File: src/hw/rtl/blrx_pkg.sv
`timescale 1ns / 1ps
// ----------------------------------------------------------------------------
// blrx_pkg
// Types, codes and helper functions shared by the link receive engine.
// ----------------------------------------------------------------------------
package blrx_pkg;

  localparam logic [7:0] HDR_MIN     = 8'h80;
  localparam logic [7:0] LED_MIN     = 8'h20;
  localparam logic [7:0] STS_MIN     = 8'h10;
  localparam int         MAX_PAYLOAD = 60;
  localparam logic [7:0] FRAME_OVERHEAD = 8'd4;

  typedef enum logic [1:0] {
    CMD_BYTE   = 2'd0,
    CMD_TICK   = 2'd1,
    CMD_TOGGLE = 2'd2,
    CMD_IDLE   = 2'd3
  } cmd_t;

  typedef enum logic [2:0] {
    KIND_USB_EVENT   = 3'd0,
    KIND_PROTO_EVENT = 3'd1,
    KIND_QUEUE_ACK   = 3'd2,
    KIND_QUEUE_CLEAR = 3'd3,
    KIND_HEADER      = 3'd4,
    KIND_PAYLOAD     = 3'd5,
    KIND_CSUM_ERR    = 3'd6,
    KIND_LEN_ERR     = 3'd7
  } kind_t;

  typedef enum logic [2:0] {
    EVT_NO_HOST     = 3'd0,
    EVT_WORKING     = 3'd1,
    EVT_NOT_WORKING = 3'd2,
    EVT_REMOTE_WAKE = 3'd3,
    EVT_NOT_CONN    = 3'd4
  } evt_t;

  typedef enum logic [1:0] {
    PH_IDLE    = 2'd0,
    PH_STARTED = 2'd1,
    PH_WORKING = 2'd2
  } phase_t;

  typedef enum logic [2:0] {
    ST_IDLE,
    ST_PEND,
    ST_HDR_RD,
    ST_HDR_OUT,
    ST_PAY_RD,
    ST_PAY_OUT
  } fsm_state_t;

  typedef struct packed {
    kind_t       kind;
    evt_t        code;
    logic        proto;
    logic        ack;
    logic [7:0]  cmd;
    logic [5:0]  len;
    logic [7:0]  data;
    logic [4:0]  led;
    logic        working;
    logic        last;
  } res_t;

  function automatic logic is_work(phase_t ph, logic host, logic wake, logic off);
    return (ph == PH_WORKING) && (host || wake) && !off;
  endfunction

  function automatic evt_t host_code(logic host, logic off);
    evt_t c;
    if (!host) begin
      c = EVT_NO_HOST;
    end else if (off) begin
      c = EVT_NOT_WORKING;
    end else begin
      c = EVT_WORKING;
    end
    return c;
  endfunction

  function automatic res_t mk_res(kind_t kind, evt_t code, logic proto, logic ack,
                                  logic [4:0] led, logic working);
    res_t r;
    r = '0;
    r.kind    = kind;
    r.code    = code;
    r.proto   = proto;
    r.ack     = ack;
    r.led     = led;
    r.working = working;
    return r;
  endfunction

endpackage

File: src/hw/rtl/blrx_ifs.sv
`timescale 1ns / 1ps
// ----------------------------------------------------------------------------
// blrx_ifs
// Valid/ready channel interfaces of the link receive engine.
// ----------------------------------------------------------------------------
interface blrx_in_if;
  logic       valid;
  logic       ready;
  logic [1:0] command;
  logic [7:0] rx_byte;
  logic       line_present;

  modport source (output valid, command, rx_byte, line_present, input ready);
  modport sink   (input valid, command, rx_byte, line_present, output ready);
endinterface

interface blrx_out_if;
  logic       valid;
  logic       ready;
  logic [2:0] kind;
  logic [2:0] event_code;
  logic       protocol_mode;
  logic       ack_success;
  logic [7:0] frame_cmd;
  logic [5:0] payload_len;
  logic [7:0] payload_byte;
  logic [4:0] led_value;
  logic       link_working;
  logic       last;

  modport source (output valid, kind, event_code, protocol_mode, ack_success, frame_cmd,
                  payload_len, payload_byte, led_value, link_working, last,
                  input ready);
  modport sink   (input valid, kind, event_code, protocol_mode, ack_success, frame_cmd,
                  payload_len, payload_byte, led_value, link_working, last,
                  output ready);
endinterface

interface blrx_cfg_if;
  logic valid;
  logic ready;
  logic fallback_protocol;

  modport source (output valid, fallback_protocol, input ready);
  modport sink   (input valid, fallback_protocol, output ready);
endinterface

File: src/hw/rtl/bridge_link_rx_engine_core.sv
`timescale 1ns / 1ps
// ----------------------------------------------------------------------------
// bridge_link_rx_engine_core
// Receive engine of a serial link to a USB bridge: frames, LED and status.
// ----------------------------------------------------------------------------
// An item is taken only in the idle state; its link results pass through the
// pending list and the output register, one per cycle while the output is not
// stalled. A good frame's header and payload bytes are read from the store in a
// read state, then sent in an output state; the input waits until the last one.
// Reset is synchronous: link state clears, fallback_protocol becomes 1,
// and the frame store is not cleared.
module bridge_link_rx_engine_core
  import blrx_pkg::*;
#(
  parameter int BUF_DEPTH = 64
) (
  input  logic      clk,
  input  logic      rst,
  blrx_in_if.sink   item,
  blrx_out_if.source result,
  blrx_cfg_if.sink  cfg
);

  localparam int AW = $clog2(BUF_DEPTH);

  logic          fallback;
  logic          res_valid;
  logic          res_ready;
  res_t          res;
  res_t          out_q;
  logic          out_valid;
  logic          mem_we;
  logic [AW-1:0] mem_waddr;
  logic [7:0]    mem_wdata;
  logic [AW-1:0] mem_raddr;
  logic [7:0]    mem_rdata;

  assign cfg.ready = 1'b1;

  always_ff @(posedge clk) begin
    if (rst) begin
      fallback <= 1'b1;
    end else if (cfg.valid) begin
      fallback <= cfg.fallback_protocol;
    end
  end

  blrx_engine #(
    .BUF_DEPTH (BUF_DEPTH),
    .AW        (AW)
  ) u_engine (
    .clk             (clk),
    .rst             (rst),
    .in_valid        (item.valid),
    .in_ready        (item.ready),
    .in_command      (item.command),
    .in_rx_byte      (item.rx_byte),
    .in_line_present (item.line_present),
    .fallback        (fallback),
    .res_valid       (res_valid),
    .res_ready       (res_ready),
    .res             (res),
    .mem_we          (mem_we),
    .mem_waddr       (mem_waddr),
    .mem_wdata       (mem_wdata),
    .mem_raddr       (mem_raddr),
    .mem_rdata       (mem_rdata)
  );

  blrx_frame_mem #(
    .DEPTH (BUF_DEPTH),
    .AW    (AW)
  ) u_frame_mem (
    .clk   (clk),
    .we    (mem_we),
    .waddr (mem_waddr),
    .wdata (mem_wdata),
    .raddr (mem_raddr),
    .rdata (mem_rdata)
  );

  // Output register: a result held here while the sink is not ready stalls the engine's next step.
  assign res_ready = !out_valid || result.ready;

  always_ff @(posedge clk) begin
    if (rst) begin
      out_valid <= 1'b0;
    end else if (res_ready) begin
      out_valid <= res_valid;
    end
  end

  always_ff @(posedge clk) begin
    if (res_ready && res_valid) begin
      out_q <= res;
    end
  end

  assign result.valid         = out_valid;
  assign result.kind          = out_q.kind;
  assign result.event_code    = out_q.code;
  assign result.protocol_mode = out_q.proto;
  assign result.ack_success   = out_q.ack;
  assign result.frame_cmd     = out_q.cmd;
  assign result.payload_len   = out_q.len;
  assign result.payload_byte  = out_q.data;
  assign result.led_value     = out_q.led;
  assign result.link_working  = out_q.working;
  assign result.last          = out_q.last;

endmodule

File: src/hw/rtl/blrx_frame_mem.sv
`timescale 1ns / 1ps
// ----------------------------------------------------------------------------
// blrx_frame_mem
// Frame byte store: one write port, one read port with registered data.
// ----------------------------------------------------------------------------
module blrx_frame_mem #(
  parameter int DEPTH = 64,
  parameter int AW    = 6
) (
  input  logic          clk,
  input  logic          we,
  input  logic [AW-1:0] waddr,
  input  logic [7:0]    wdata,
  input  logic [AW-1:0] raddr,
  output logic [7:0]    rdata
);

  logic [7:0] mem [DEPTH];

  always_ff @(posedge clk) begin
    if (we) begin
      mem[waddr] <= wdata;
    end
  end

  always_ff @(posedge clk) begin
    rdata <= mem[raddr];
  end

endmodule

File: src/hw/rtl/blrx_engine.sv
`timescale 1ns / 1ps
// ----------------------------------------------------------------------------
// blrx_engine
// Link state, frame assembly and result sequencing around the frame store.
// ----------------------------------------------------------------------------
module blrx_engine
  import blrx_pkg::*;
#(
  parameter int BUF_DEPTH = 64,
  parameter int AW        = 6
) (
  input  logic          clk,
  input  logic          rst,
  input  logic          in_valid,
  output logic          in_ready,
  input  logic [1:0]    in_command,
  input  logic [7:0]    in_rx_byte,
  input  logic          in_line_present,
  input  logic          fallback,
  output logic          res_valid,
  input  logic          res_ready,
  output res_t          res,
  output logic          mem_we,
  output logic [AW-1:0] mem_waddr,
  output logic [7:0]    mem_wdata,
  output logic [AW-1:0] mem_raddr,
  input  logic [7:0]    mem_rdata
);

  localparam logic [8:0] DEPTH_W = 9'(BUF_DEPTH);

  fsm_state_t state, state_next;

  phase_t     phase, phase_next;
  logic       host, host_next;
  logic       wake, wake_next;
  logic       rproto, rproto_next;
  logic       usb_off, usb_off_next;
  logic       seen, seen_next;
  logic [4:0] led, led_next;
  logic [7:0] byte_index, byte_index_next;
  logic [7:0] frame_total, frame_total_next;
  logic [7:0] running_sum, running_sum_next;

  res_t       pend [4];
  res_t       pend_d [4];
  logic [2:0] pend_cnt, pend_n_d;
  logic [1:0] pend_idx;
  logic       frame_go;
  logic [5:0] plen, plen_d;
  logic [5:0] pay_idx;
  logic [7:0] cmd_q;

  logic       accept;
  logic       first;
  logic [8:0] idx_inc;
  logic [7:0] plen_full;
  logic [7:0] pay_addr;
  logic       pend_last;
  logic       pay_last;

  assign accept    = in_valid && in_ready;
  assign mem_wdata = in_rx_byte;
  assign pend_last = ({1'b0, pend_idx} == pend_cnt - 3'd1);
  assign pay_last  = (pay_idx == plen - 6'd1);
  assign pay_addr  = {2'b00, pay_idx} + 8'd3;

  // Decode of one accepted item: next link state and the short result list.
  always_comb begin
    phase_next       = phase;
    host_next        = host;
    wake_next        = wake;
    rproto_next      = rproto;
    usb_off_next     = usb_off;
    seen_next        = seen;
    led_next         = led;
    byte_index_next  = byte_index;
    frame_total_next = frame_total;
    running_sum_next = running_sum;
    for (int k = 0; k < 4; k++) begin
      pend_d[k] = '0;
    end
    pend_n_d  = '0;
    frame_go  = 1'b0;
    plen_d    = plen;
    mem_we    = 1'b0;
    mem_waddr = '0;
    first     = (phase == PH_STARTED);
    idx_inc   = {1'b0, byte_index} + 9'd1;
    plen_full = (frame_total >= FRAME_OVERHEAD) ? frame_total - FRAME_OVERHEAD : 8'd0;

    if (accept) begin
      unique case (cmd_t'(in_command))
        CMD_BYTE: begin
          if (phase != PH_IDLE) begin
            if (byte_index != 8'd0) begin
              if ({1'b0, byte_index} < DEPTH_W) begin
                mem_we    = 1'b1;
                mem_waddr = byte_index[AW-1:0];
              end
              if (idx_inc < {1'b0, frame_total}) begin
                running_sum_next = running_sum + in_rx_byte;
                byte_index_next  = idx_inc[7:0];
              end else begin
                byte_index_next  = '0;
                frame_total_next = '0;
                if ({1'b0, frame_total} > DEPTH_W || plen_full > 8'(MAX_PAYLOAD)) begin
                  pend_d[0] = mk_res(KIND_LEN_ERR, EVT_NO_HOST, 1'b0, 1'b0, led,
                                     is_work(phase, host, wake, usb_off));
                  pend_n_d  = 3'd1;
                end else if (running_sum != in_rx_byte) begin
                  pend_d[0] = mk_res(KIND_CSUM_ERR, EVT_NO_HOST, 1'b0, 1'b0, led,
                                     is_work(phase, host, wake, usb_off));
                  pend_n_d  = 3'd1;
                end else begin
                  frame_go = 1'b1;
                  plen_d   = plen_full[5:0];
                end
              end
            end else if (in_rx_byte >= HDR_MIN) begin
              mem_we           = 1'b1;
              mem_waddr        = '0;
              frame_total_next = {1'b0, in_rx_byte[6:0]} + 8'd2;
              running_sum_next = in_rx_byte;
              if (in_rx_byte[6:0] != 7'd0) begin
                byte_index_next = 8'd1;
              end
            end else if (in_rx_byte >= LED_MIN) begin
              led_next = in_rx_byte[4:0];
            end else if (in_rx_byte >= STS_MIN) begin
              if (first || in_rx_byte[2] != host) begin
                host_next = in_rx_byte[2];
                pend_d[pend_n_d[1:0]] = mk_res(KIND_USB_EVENT,
                  host_code(host_next, usb_off), 1'b0, 1'b0, led,
                  is_work(phase, host_next, wake_next, usb_off));
                pend_n_d = pend_n_d + 3'd1;
              end
              if (first || in_rx_byte[1] != wake) begin
                wake_next = in_rx_byte[1];
                pend_d[pend_n_d[1:0]] = mk_res(KIND_USB_EVENT,
                  wake_next ? EVT_REMOTE_WAKE : host_code(host_next, usb_off),
                  1'b0, 1'b0, led, is_work(phase, host_next, wake_next, usb_off));
                pend_n_d = pend_n_d + 3'd1;
              end
              if (first || in_rx_byte[3] != rproto) begin
                rproto_next = in_rx_byte[3];
                pend_d[pend_n_d[1:0]] = mk_res(KIND_PROTO_EVENT, EVT_NO_HOST,
                  is_work(phase, host_next, wake_next, usb_off) ? in_rx_byte[3] : fallback,
                  1'b0, led, is_work(phase, host_next, wake_next, usb_off));
                pend_n_d = pend_n_d + 3'd1;
              end
              if (first) begin
                phase_next = PH_WORKING;
              end
              pend_d[pend_n_d[1:0]] = mk_res(KIND_QUEUE_ACK, EVT_NO_HOST, 1'b0,
                in_rx_byte[0], led, is_work(phase_next, host_next, wake_next, usb_off));
              pend_n_d  = pend_n_d + 3'd1;
              seen_next = 1'b1;
            end
          end
        end
        CMD_TICK: begin
          if (phase != PH_IDLE) begin
            if (!seen) begin
              pend_d[0] = mk_res(KIND_QUEUE_CLEAR, EVT_NO_HOST, 1'b0, 1'b0, led,
                                 is_work(phase, host, wake, usb_off));
              pend_d[1] = mk_res(KIND_USB_EVENT, EVT_NOT_CONN, 1'b0, 1'b0, led, 1'b0);
              pend_d[2] = mk_res(KIND_PROTO_EVENT, EVT_NO_HOST, fallback, 1'b0, led, 1'b0);
              pend_n_d     = 3'd3;
              phase_next   = PH_IDLE;
              usb_off_next = 1'b0;
              host_next    = 1'b0;
            end else begin
              seen_next = 1'b0;
            end
          end else if (in_line_present) begin
            phase_next = PH_STARTED;
          end
        end
        CMD_TOGGLE: begin
          if (phase == PH_WORKING && host) begin
            usb_off_next = !usb_off;
            pend_d[0] = mk_res(KIND_USB_EVENT,
              usb_off_next ? EVT_NOT_WORKING : EVT_WORKING, 1'b0, 1'b0, led,
              is_work(phase, host, wake, usb_off_next));
            pend_n_d = 3'd1;
          end
        end
        CMD_IDLE: begin
          pend_d[0] = mk_res(KIND_QUEUE_CLEAR, EVT_NO_HOST, 1'b0, 1'b0, led,
                             is_work(phase, host, wake, usb_off));
          pend_d[1] = mk_res(KIND_USB_EVENT, EVT_NOT_CONN, 1'b0, 1'b0, led, 1'b0);
          pend_d[2] = mk_res(KIND_PROTO_EVENT, EVT_NO_HOST, fallback, 1'b0, led, 1'b0);
          pend_n_d     = 3'd3;
          phase_next   = PH_IDLE;
          usb_off_next = 1'b0;
          host_next    = 1'b0;
        end
        default: ;
      endcase
    end
  end

  always_comb begin
    state_next = state;
    unique case (state)
      ST_IDLE: begin
        if (accept) begin
          if (frame_go) begin
            state_next = ST_HDR_RD;
          end else if (pend_n_d != 3'd0) begin
            state_next = ST_PEND;
          end
        end
      end
      ST_PEND: begin
        if (res_ready && pend_last) begin
          state_next = ST_IDLE;
        end
      end
      ST_HDR_RD: state_next = ST_HDR_OUT;
      ST_HDR_OUT: begin
        if (res_ready) begin
          state_next = (plen == 6'd0) ? ST_IDLE : ST_PAY_RD;
        end
      end
      ST_PAY_RD: state_next = ST_PAY_OUT;
      ST_PAY_OUT: begin
        if (res_ready) begin
          state_next = pay_last ? ST_IDLE : ST_PAY_RD;
        end
      end
      default: state_next = ST_IDLE;
    endcase
  end

  // The read address is held through the output states so the registered
  // store data stays put while a result waits.
  always_comb begin
    in_ready  = 1'b0;
    res_valid = 1'b0;
    res       = '0;
    mem_raddr = '0;
    unique case (state)
      ST_IDLE: in_ready = 1'b1;
      ST_PEND: begin
        res_valid = 1'b1;
        res       = pend[pend_idx];
        res.last  = pend_last;
      end
      ST_HDR_RD: mem_raddr = AW'(1);
      ST_HDR_OUT: begin
        mem_raddr   = AW'(1);
        res_valid   = 1'b1;
        res         = mk_res(KIND_HEADER, EVT_NO_HOST, 1'b0, 1'b0, led,
                             is_work(phase, host, wake, usb_off));
        res.cmd     = mem_rdata;
        res.len     = plen;
        res.last    = (plen == 6'd0);
      end
      ST_PAY_RD: mem_raddr = pay_addr[AW-1:0];
      ST_PAY_OUT: begin
        mem_raddr   = pay_addr[AW-1:0];
        res_valid   = 1'b1;
        res         = mk_res(KIND_PAYLOAD, EVT_NO_HOST, 1'b0, 1'b0, led,
                             is_work(phase, host, wake, usb_off));
        res.cmd     = cmd_q;
        res.len     = plen;
        res.data    = mem_rdata;
        res.last    = pay_last;
      end
      default: ;
    endcase
  end

  always_ff @(posedge clk) begin
    if (rst) begin
      state       <= ST_IDLE;
      phase       <= PH_IDLE;
      host        <= 1'b0;
      wake        <= 1'b0;
      rproto      <= 1'b0;
      usb_off     <= 1'b0;
      seen        <= 1'b0;
      led         <= '0;
      byte_index  <= '0;
      frame_total <= '0;
      running_sum <= '0;
      pend_cnt    <= '0;
      pend_idx    <= '0;
      pay_idx     <= '0;
      plen        <= '0;
    end else begin
      state <= state_next;
      if (accept) begin
        phase       <= phase_next;
        host        <= host_next;
        wake        <= wake_next;
        rproto      <= rproto_next;
        usb_off     <= usb_off_next;
        seen        <= seen_next;
        led         <= led_next;
        byte_index  <= byte_index_next;
        frame_total <= frame_total_next;
        running_sum <= running_sum_next;
        pend_cnt    <= pend_n_d;
        pend_idx    <= '0;
        plen        <= plen_d;
      end
      if (state == ST_PEND && res_ready) begin
        pend_idx <= pend_idx + 2'd1;
      end
      if (state == ST_HDR_OUT) begin
        pay_idx <= '0;
      end else if (state == ST_PAY_OUT && res_ready) begin
        pay_idx <= pay_idx + 6'd1;
      end
    end
  end

  always_ff @(posedge clk) begin
    if (accept) begin
      for (int k = 0; k < 4; k++) begin
        pend[k] <= pend_d[k];
      end
    end
    if (state == ST_HDR_OUT && res_ready) begin
      cmd_q <= mem_rdata;
    end
  end

endmodule

File: src/flat_wrapper.sv
// flat-port wrapper written by rule: the top's interface ports become plain ports
module bridge_link_rx_engine_core_flat import blrx_pkg::*;
#(
  parameter int BUF_DEPTH = 64
)
  (clk, rst, item_valid, item_command, item_rx_byte, item_line_present, item_ready, result_valid, result_kind, result_event_code, result_protocol_mode, result_ack_success, result_frame_cmd, result_payload_len, result_payload_byte, result_led_value, result_link_working, result_last, result_ready, cfg_valid, cfg_fallback_protocol, cfg_ready);
  blrx_in_if item_i ();
  blrx_out_if result_i ();
  blrx_cfg_if cfg_i ();
  input  logic clk;
  input  logic rst;
  input wire logic [$bits(item_i.valid)-1:0] item_valid;
  input wire logic [$bits(item_i.command)-1:0] item_command;
  input wire logic [$bits(item_i.rx_byte)-1:0] item_rx_byte;
  input wire logic [$bits(item_i.line_present)-1:0] item_line_present;
  output wire logic [$bits(item_i.ready)-1:0] item_ready;
  output wire logic [$bits(result_i.valid)-1:0] result_valid;
  output wire logic [$bits(result_i.kind)-1:0] result_kind;
  output wire logic [$bits(result_i.event_code)-1:0] result_event_code;
  output wire logic [$bits(result_i.protocol_mode)-1:0] result_protocol_mode;
  output wire logic [$bits(result_i.ack_success)-1:0] result_ack_success;
  output wire logic [$bits(result_i.frame_cmd)-1:0] result_frame_cmd;
  output wire logic [$bits(result_i.payload_len)-1:0] result_payload_len;
  output wire logic [$bits(result_i.payload_byte)-1:0] result_payload_byte;
  output wire logic [$bits(result_i.led_value)-1:0] result_led_value;
  output wire logic [$bits(result_i.link_working)-1:0] result_link_working;
  output wire logic [$bits(result_i.last)-1:0] result_last;
  input wire logic [$bits(result_i.ready)-1:0] result_ready;
  input wire logic [$bits(cfg_i.valid)-1:0] cfg_valid;
  input wire logic [$bits(cfg_i.fallback_protocol)-1:0] cfg_fallback_protocol;
  output wire logic [$bits(cfg_i.ready)-1:0] cfg_ready;
  assign item_i.valid = item_valid;
  assign item_i.command = item_command;
  assign item_i.rx_byte = item_rx_byte;
  assign item_i.line_present = item_line_present;
  assign item_ready = item_i.ready;
  assign result_valid = result_i.valid;
  assign result_kind = result_i.kind;
  assign result_event_code = result_i.event_code;
  assign result_protocol_mode = result_i.protocol_mode;
  assign result_ack_success = result_i.ack_success;
  assign result_frame_cmd = result_i.frame_cmd;
  assign result_payload_len = result_i.payload_len;
  assign result_payload_byte = result_i.payload_byte;
  assign result_led_value = result_i.led_value;
  assign result_link_working = result_i.link_working;
  assign result_last = result_i.last;
  assign result_i.ready = result_ready;
  assign cfg_i.valid = cfg_valid;
  assign cfg_i.fallback_protocol = cfg_fallback_protocol;
  assign cfg_ready = cfg_i.ready;
  bridge_link_rx_engine_core #(.BUF_DEPTH(BUF_DEPTH)) u_core (.clk(clk), .rst(rst), .item(item_i), .result(result_i), .cfg(cfg_i));
endmodule
File: config.mk
export PLATFORM = sky130hd
export DESIGN_NAME = bridge_link_rx_engine_core_flat
export DESIGN_NICKNAME = d
export VERILOG_FILES = /design/src/hw/rtl/blrx_pkg.sv /design/src/hw/rtl/blrx_ifs.sv /design/src/hw/rtl/bridge_link_rx_engine_core.sv /design/src/hw/rtl/blrx_frame_mem.sv /design/src/hw/rtl/blrx_engine.sv /design/src/flat_wrapper.sv
export SDC_FILE = /design/constraint.sdc
export NUM_CORES = 1
export LEC_CHECK = 0
export BUFFER_PORTS_ARGS = -buffer_cell sky130_fd_sc_hd__buf_4
export CORE_MARGIN = 4
export CORE_UTILIZATION = 62
export CTS_CLUSTER_SIZE = 16
export DETAILED_ROUTE_END_ITERATION = 10
export HOLD_SLACK_MARGIN = 0.02
export PLACE_DENSITY = 0.87
export SYNTH_ARGS = -nofsm -noshare
export SYNTH_HDL_FRONTEND = slang
export SYNTH_SLANG_ARGS = --single-unit
File: constraint.sdc
create_clock -name clk -period 4.75 [get_ports clk]
set_input_delay 0.475 -clock clk [delete_from_list [all_inputs] [get_ports clk]]
set_output_delay 0.475 -clock clk [all_outputs]
set_load 0.02 [all_outputs]
==> reports/qor.yml <==
synth:
  synth_flop_cell: "edfxtp_1"
  synthMuxAreaShare: 0.127
  synthAdderAreaFrac: 0.0168
  synth_top_area_cell: "edfxtp_1"
  syn_area_per_cell_um2: 16.3
  synthArstFlopShare: 0
  synth_cell_type_count: 65
  synth_xor_area_frac: 0.0132
  synth_top_family_by_area: "multiplexers"
  synth_nets: 1771
  synth_edf_count: 603
  synth_compound_area_frac: 0.0436
  synth_seq_area_share: 0.696
  ys_ff_latch: 671
  yosysTopAreaCellShare: 0.647
  syn_area_um2: 28000
  syn_inst: 1717
  synthSimpleGateAreaFrac: 0.0841
  yosysWarnings: 0
  synth_area_leaders: "edfxtp_1 65%, mux4_2 11%, dfxtp_1 4.9%, nor2_1 2.3%, nand2_1 1.7%"
clock_network:
  clock_latency_ns: 0.62
  cts_tree: "built"
  postCtsResizedCells: 0
  clkSinkCount: 671
  cts.hold.buffers_added: 0
  htreeDepth: 3
  cts_setup_buffers: 0
  clkTransAtPathRegs_ns: 0.06
  cts_buffers: 66
  cts_root_buf: "clkbuf_16"
  cts.path.max_buffers: 3
run_status:
  outcome: "complete, no violations"
finish:
  nNetsFinal: 1835
  syn2layout_area_growth_pct: 11.6
  finalInstanceArea_um2: 31200
  layout_commonest_cell: "edfxtp_1"
  drive_above_1_share: 0.185
  final_cell_mix: "603 x edfxtp_1, 169 x nor2_1, 138 x mux4_2, 124 x nand2_1, 79 x buf_4"
  final_util: 0.703
sta:
  fmax_ghz: 0.256
  hold_violations: 0
  fin_skew_ns: 0.0385
  slew_headroom: 0.0872
  tightest_slew_ns: 1.36
  setup_viol: 0
  drv_slew: 0
  post-route-period-util: 0.822
  setup_tns_ns: 0
  rsz0062_at_grt: "no"
  fin_crit_ns: 3.90
critical_path:
  rr_endpoint: "u_core.u_frame_mem.mem[36][0]$_DFFE_PP_"
  cp_num_buf_inv: 2
  critical_path_peak_fanout: 8
  critPathSlowestCell: "nor2_1"
  crit_required_ns: 4.99
  startpoint: "u_core.u_engine.phase[0]$_SDFFE_PP0P_"
  critPathArrivalTime_ns: 4.14
  rrSetupSlack_ns: 0.85
  cp_top_family: "simple AND/OR/NAND/NOR gates"
  reg2reg_depth: 8
  start_kind: "flop"
  endpoint_kind: "flop"
  crit_type: "reg -> reg"
  cp-endpoint: "u_core.u_frame_mem.mem[36][0]$_DFFE_PP_"
  path_cells: "inv_1 -> ha_1 -> nor3_1 -> nand2_1 -> nor3_1 -> buf_4 -> nand4_1 -> nor2_1"
  crit_top_cell: "nor3_1"
  cp.depth: 8
  r2r-start: "u_core.u_engine.phase[0]$_SDFFE_PP0P_"
  slowest_delay_ns: 0.96
route:
  via_per_inst: 6.76
  dr.pass1.iters: 6
  drc: 0
  via_count: 16400
  routed_wirelength_mm: 68.2
  ant_nets: 0
  initialDrtViolationCount: 2376
  wl_per_cell_um: 28.1
pwr:
  combPwrFrac: 0.173
  cellLeakagePower_nw: 10.3
  internal-power_mw: 10.9
  peakVddDrop_mv: 0.352
  p_clk_frac: 0.363
  power_switching_mw: 3.84
  p_sw_frac: 0.260
  p_per_area_nw_per_um2: 472
  power_frac_seq: 0.463
floorplan:
  io_pins: 57
  die_h_um: 220
  start_util: 0.630
  fp-row-count: 77
  core_um2: 44400
  die_area_um2: 48600
  die_w_um: 220
global_route:
  grt_max_degree: 129
  overflow: 0
  grt_pass1_vias: 16300
  grt_usage: 0.288
  grt_first_pass_wirelength_mm: 103
  antenna_found_initial: 1
placed_design:
  portBuffers: 55
  gp_congestion: 0.905
  place_hpwl_mm: 39.8
  placed_area_um2: 29000
worst_hold_path:
  hp-class: "in -> reg"
  hold_depth: 3
job:
  maxCapViolations: 0
[final cells by class]
| cell class | count | area [um^2] |
|---|---|---|
| fillers | 2544 | 13200 |
| repair buffers | 83 | 673 |
| multi-input cells | 925 | 8000 |
| inverters | 34 | 128 |
| well taps | 592 | 741 |
| clock inverters | 42 | 435 |
| diodes | 1 | 2.50 |
| clock buffers | 77 | 1770 |
| flip-flops and latches | 671 | 19500 |
[worst reg2reg max path: cells and delay by family, from the launching register on]
family | cells | cell delay [ns]
simple gates | 5 | 2.57
flops | 1 | 0.38
fa+ha+maj | 1 | 0.29
buf+inv | 2 | 0.30
[layer usage]
layer  GRT usage  up-vias  routed length, um
li1            -     6823                  -
met1       0.376     8140              24000
met2       0.469     1178              33600
met3      0.0667      250               7070
met4       0.127        0               3480
met5           0        -                  0
[stage by stage]
step	total power [mW]	std cells	setup slack (ns)	hold WS, ns
floorplan	8.72	1717	0.756	0.423
global placement	9.38	2305	1.13	0.461
detailed placement	9.45	2305	1.03	0.469
CTS	14.8	2424	0.985	0.124
global route	15.2	2424	0.689	0.129
finish	14.7	2425	0.846	0.137
[power by group through the flow]
stage / clock network (mW) / logic, mW / registers [mW]
after CTS: 5.36 / 2.57 / 6.83
after detailed placement: 0 / 2.50 / 6.96
after floorplan: 0 / 1.77 / 6.95
final: 5.36 / 2.56 / 6.83
after global routing: 5.63 / 2.72 / 6.85
after global placement: 0 / 2.44 / 6.94
[registers in the layout, indices dropped and copies added, names as in the netlist, 3 cells and up, named ones only]
| register | flops |
|---|---|
| u_core.u_engine.led | 5 |
| u_core.u_frame_mem.mem | 512 |
| u_core.u_frame_mem.rdata | 8 |
| u_core.result.payload_byte | 8 |
| u_core.u_engine.pay_idx | 6 |
| u_core.result.frame_cmd | 8 |
| u_core.u_engine.cmd_q | 8 |
| u_core.u_engine.byte_index | 8 |
| u_core.u_engine.plen | 6 |
| u_core.u_engine.frame_total | 8 |
| u_core.result.kind | 3 |
| u_core.result.payload_len | 6 |
| u_core.u_engine.state | 3 |
| u_core.result.event_code | 3 |
| u_core.u_engine.pend_cnt | 3 |
| u_core.result.led_value | 5 |
| u_core.u_engine.running_sum | 8 |
| u_core.u_engine.pend | 46 |
[how the worst min path moves through the flow]
stage	from	endpoint	slack, ns
2_1_floorplan	u_core.u_frame_mem.rdata[0]$_DFF_P_	u_core.u_engine.cmd_q[0]$_DFFE_PP_	0.42
3_3_place_gp	u_core.u_engine.rproto$_SDFFE_PP0P_	u_core.u_engine.rproto$_SDFFE_PP0P_	0.46
3_5_place_dp	u_core.u_engine.rproto$_SDFFE_PP0P_	u_core.u_engine.rproto$_SDFFE_PP0P_	0.47
4_1_cts	cfg_fallback_protocol	u_core.fallback$_SDFFE_PP1P_	0.12
5_1_grt	cfg_fallback_protocol	u_core.fallback$_SDFFE_PP1P_	0.13
6_report	cfg_fallback_protocol	u_core.fallback$_SDFFE_PP1P_	0.14
[cells by family after synthesis]
group / count (synthesis)
other: 1
flip-flops: 671
multiplexers: 183
AND/OR/NAND/NOR: 488
adder cells (fa/ha/maj): 37
buffers and inverters: 121
XOR/XNOR: 42
AO/OA/AOI/OAI: 174
[synthesized netlist by cell type (7+ instances only)]
master,n
buf_4,8
mux4_2,138
clkbuf_1,42
nor2b_1,21
and3_1,16
edfxtp_1,603
nand2_1,124
nor3_1,36
buf_2,31
inv_1,34
ha_1,36
and4_1,11
a21oi_1,45
nor4_1,11
a32oi_1,32
nor2_1,171
nand3_1,18
mux2i_1,45
nand2b_1,12
dfxtp_1,68
xnor2_1,27
o21ai_0,26
xor2_1,15
and2_1,30
a22o_1,7
a22oi_1,20
Note: power is estimated with default switching activity, not from simulation.
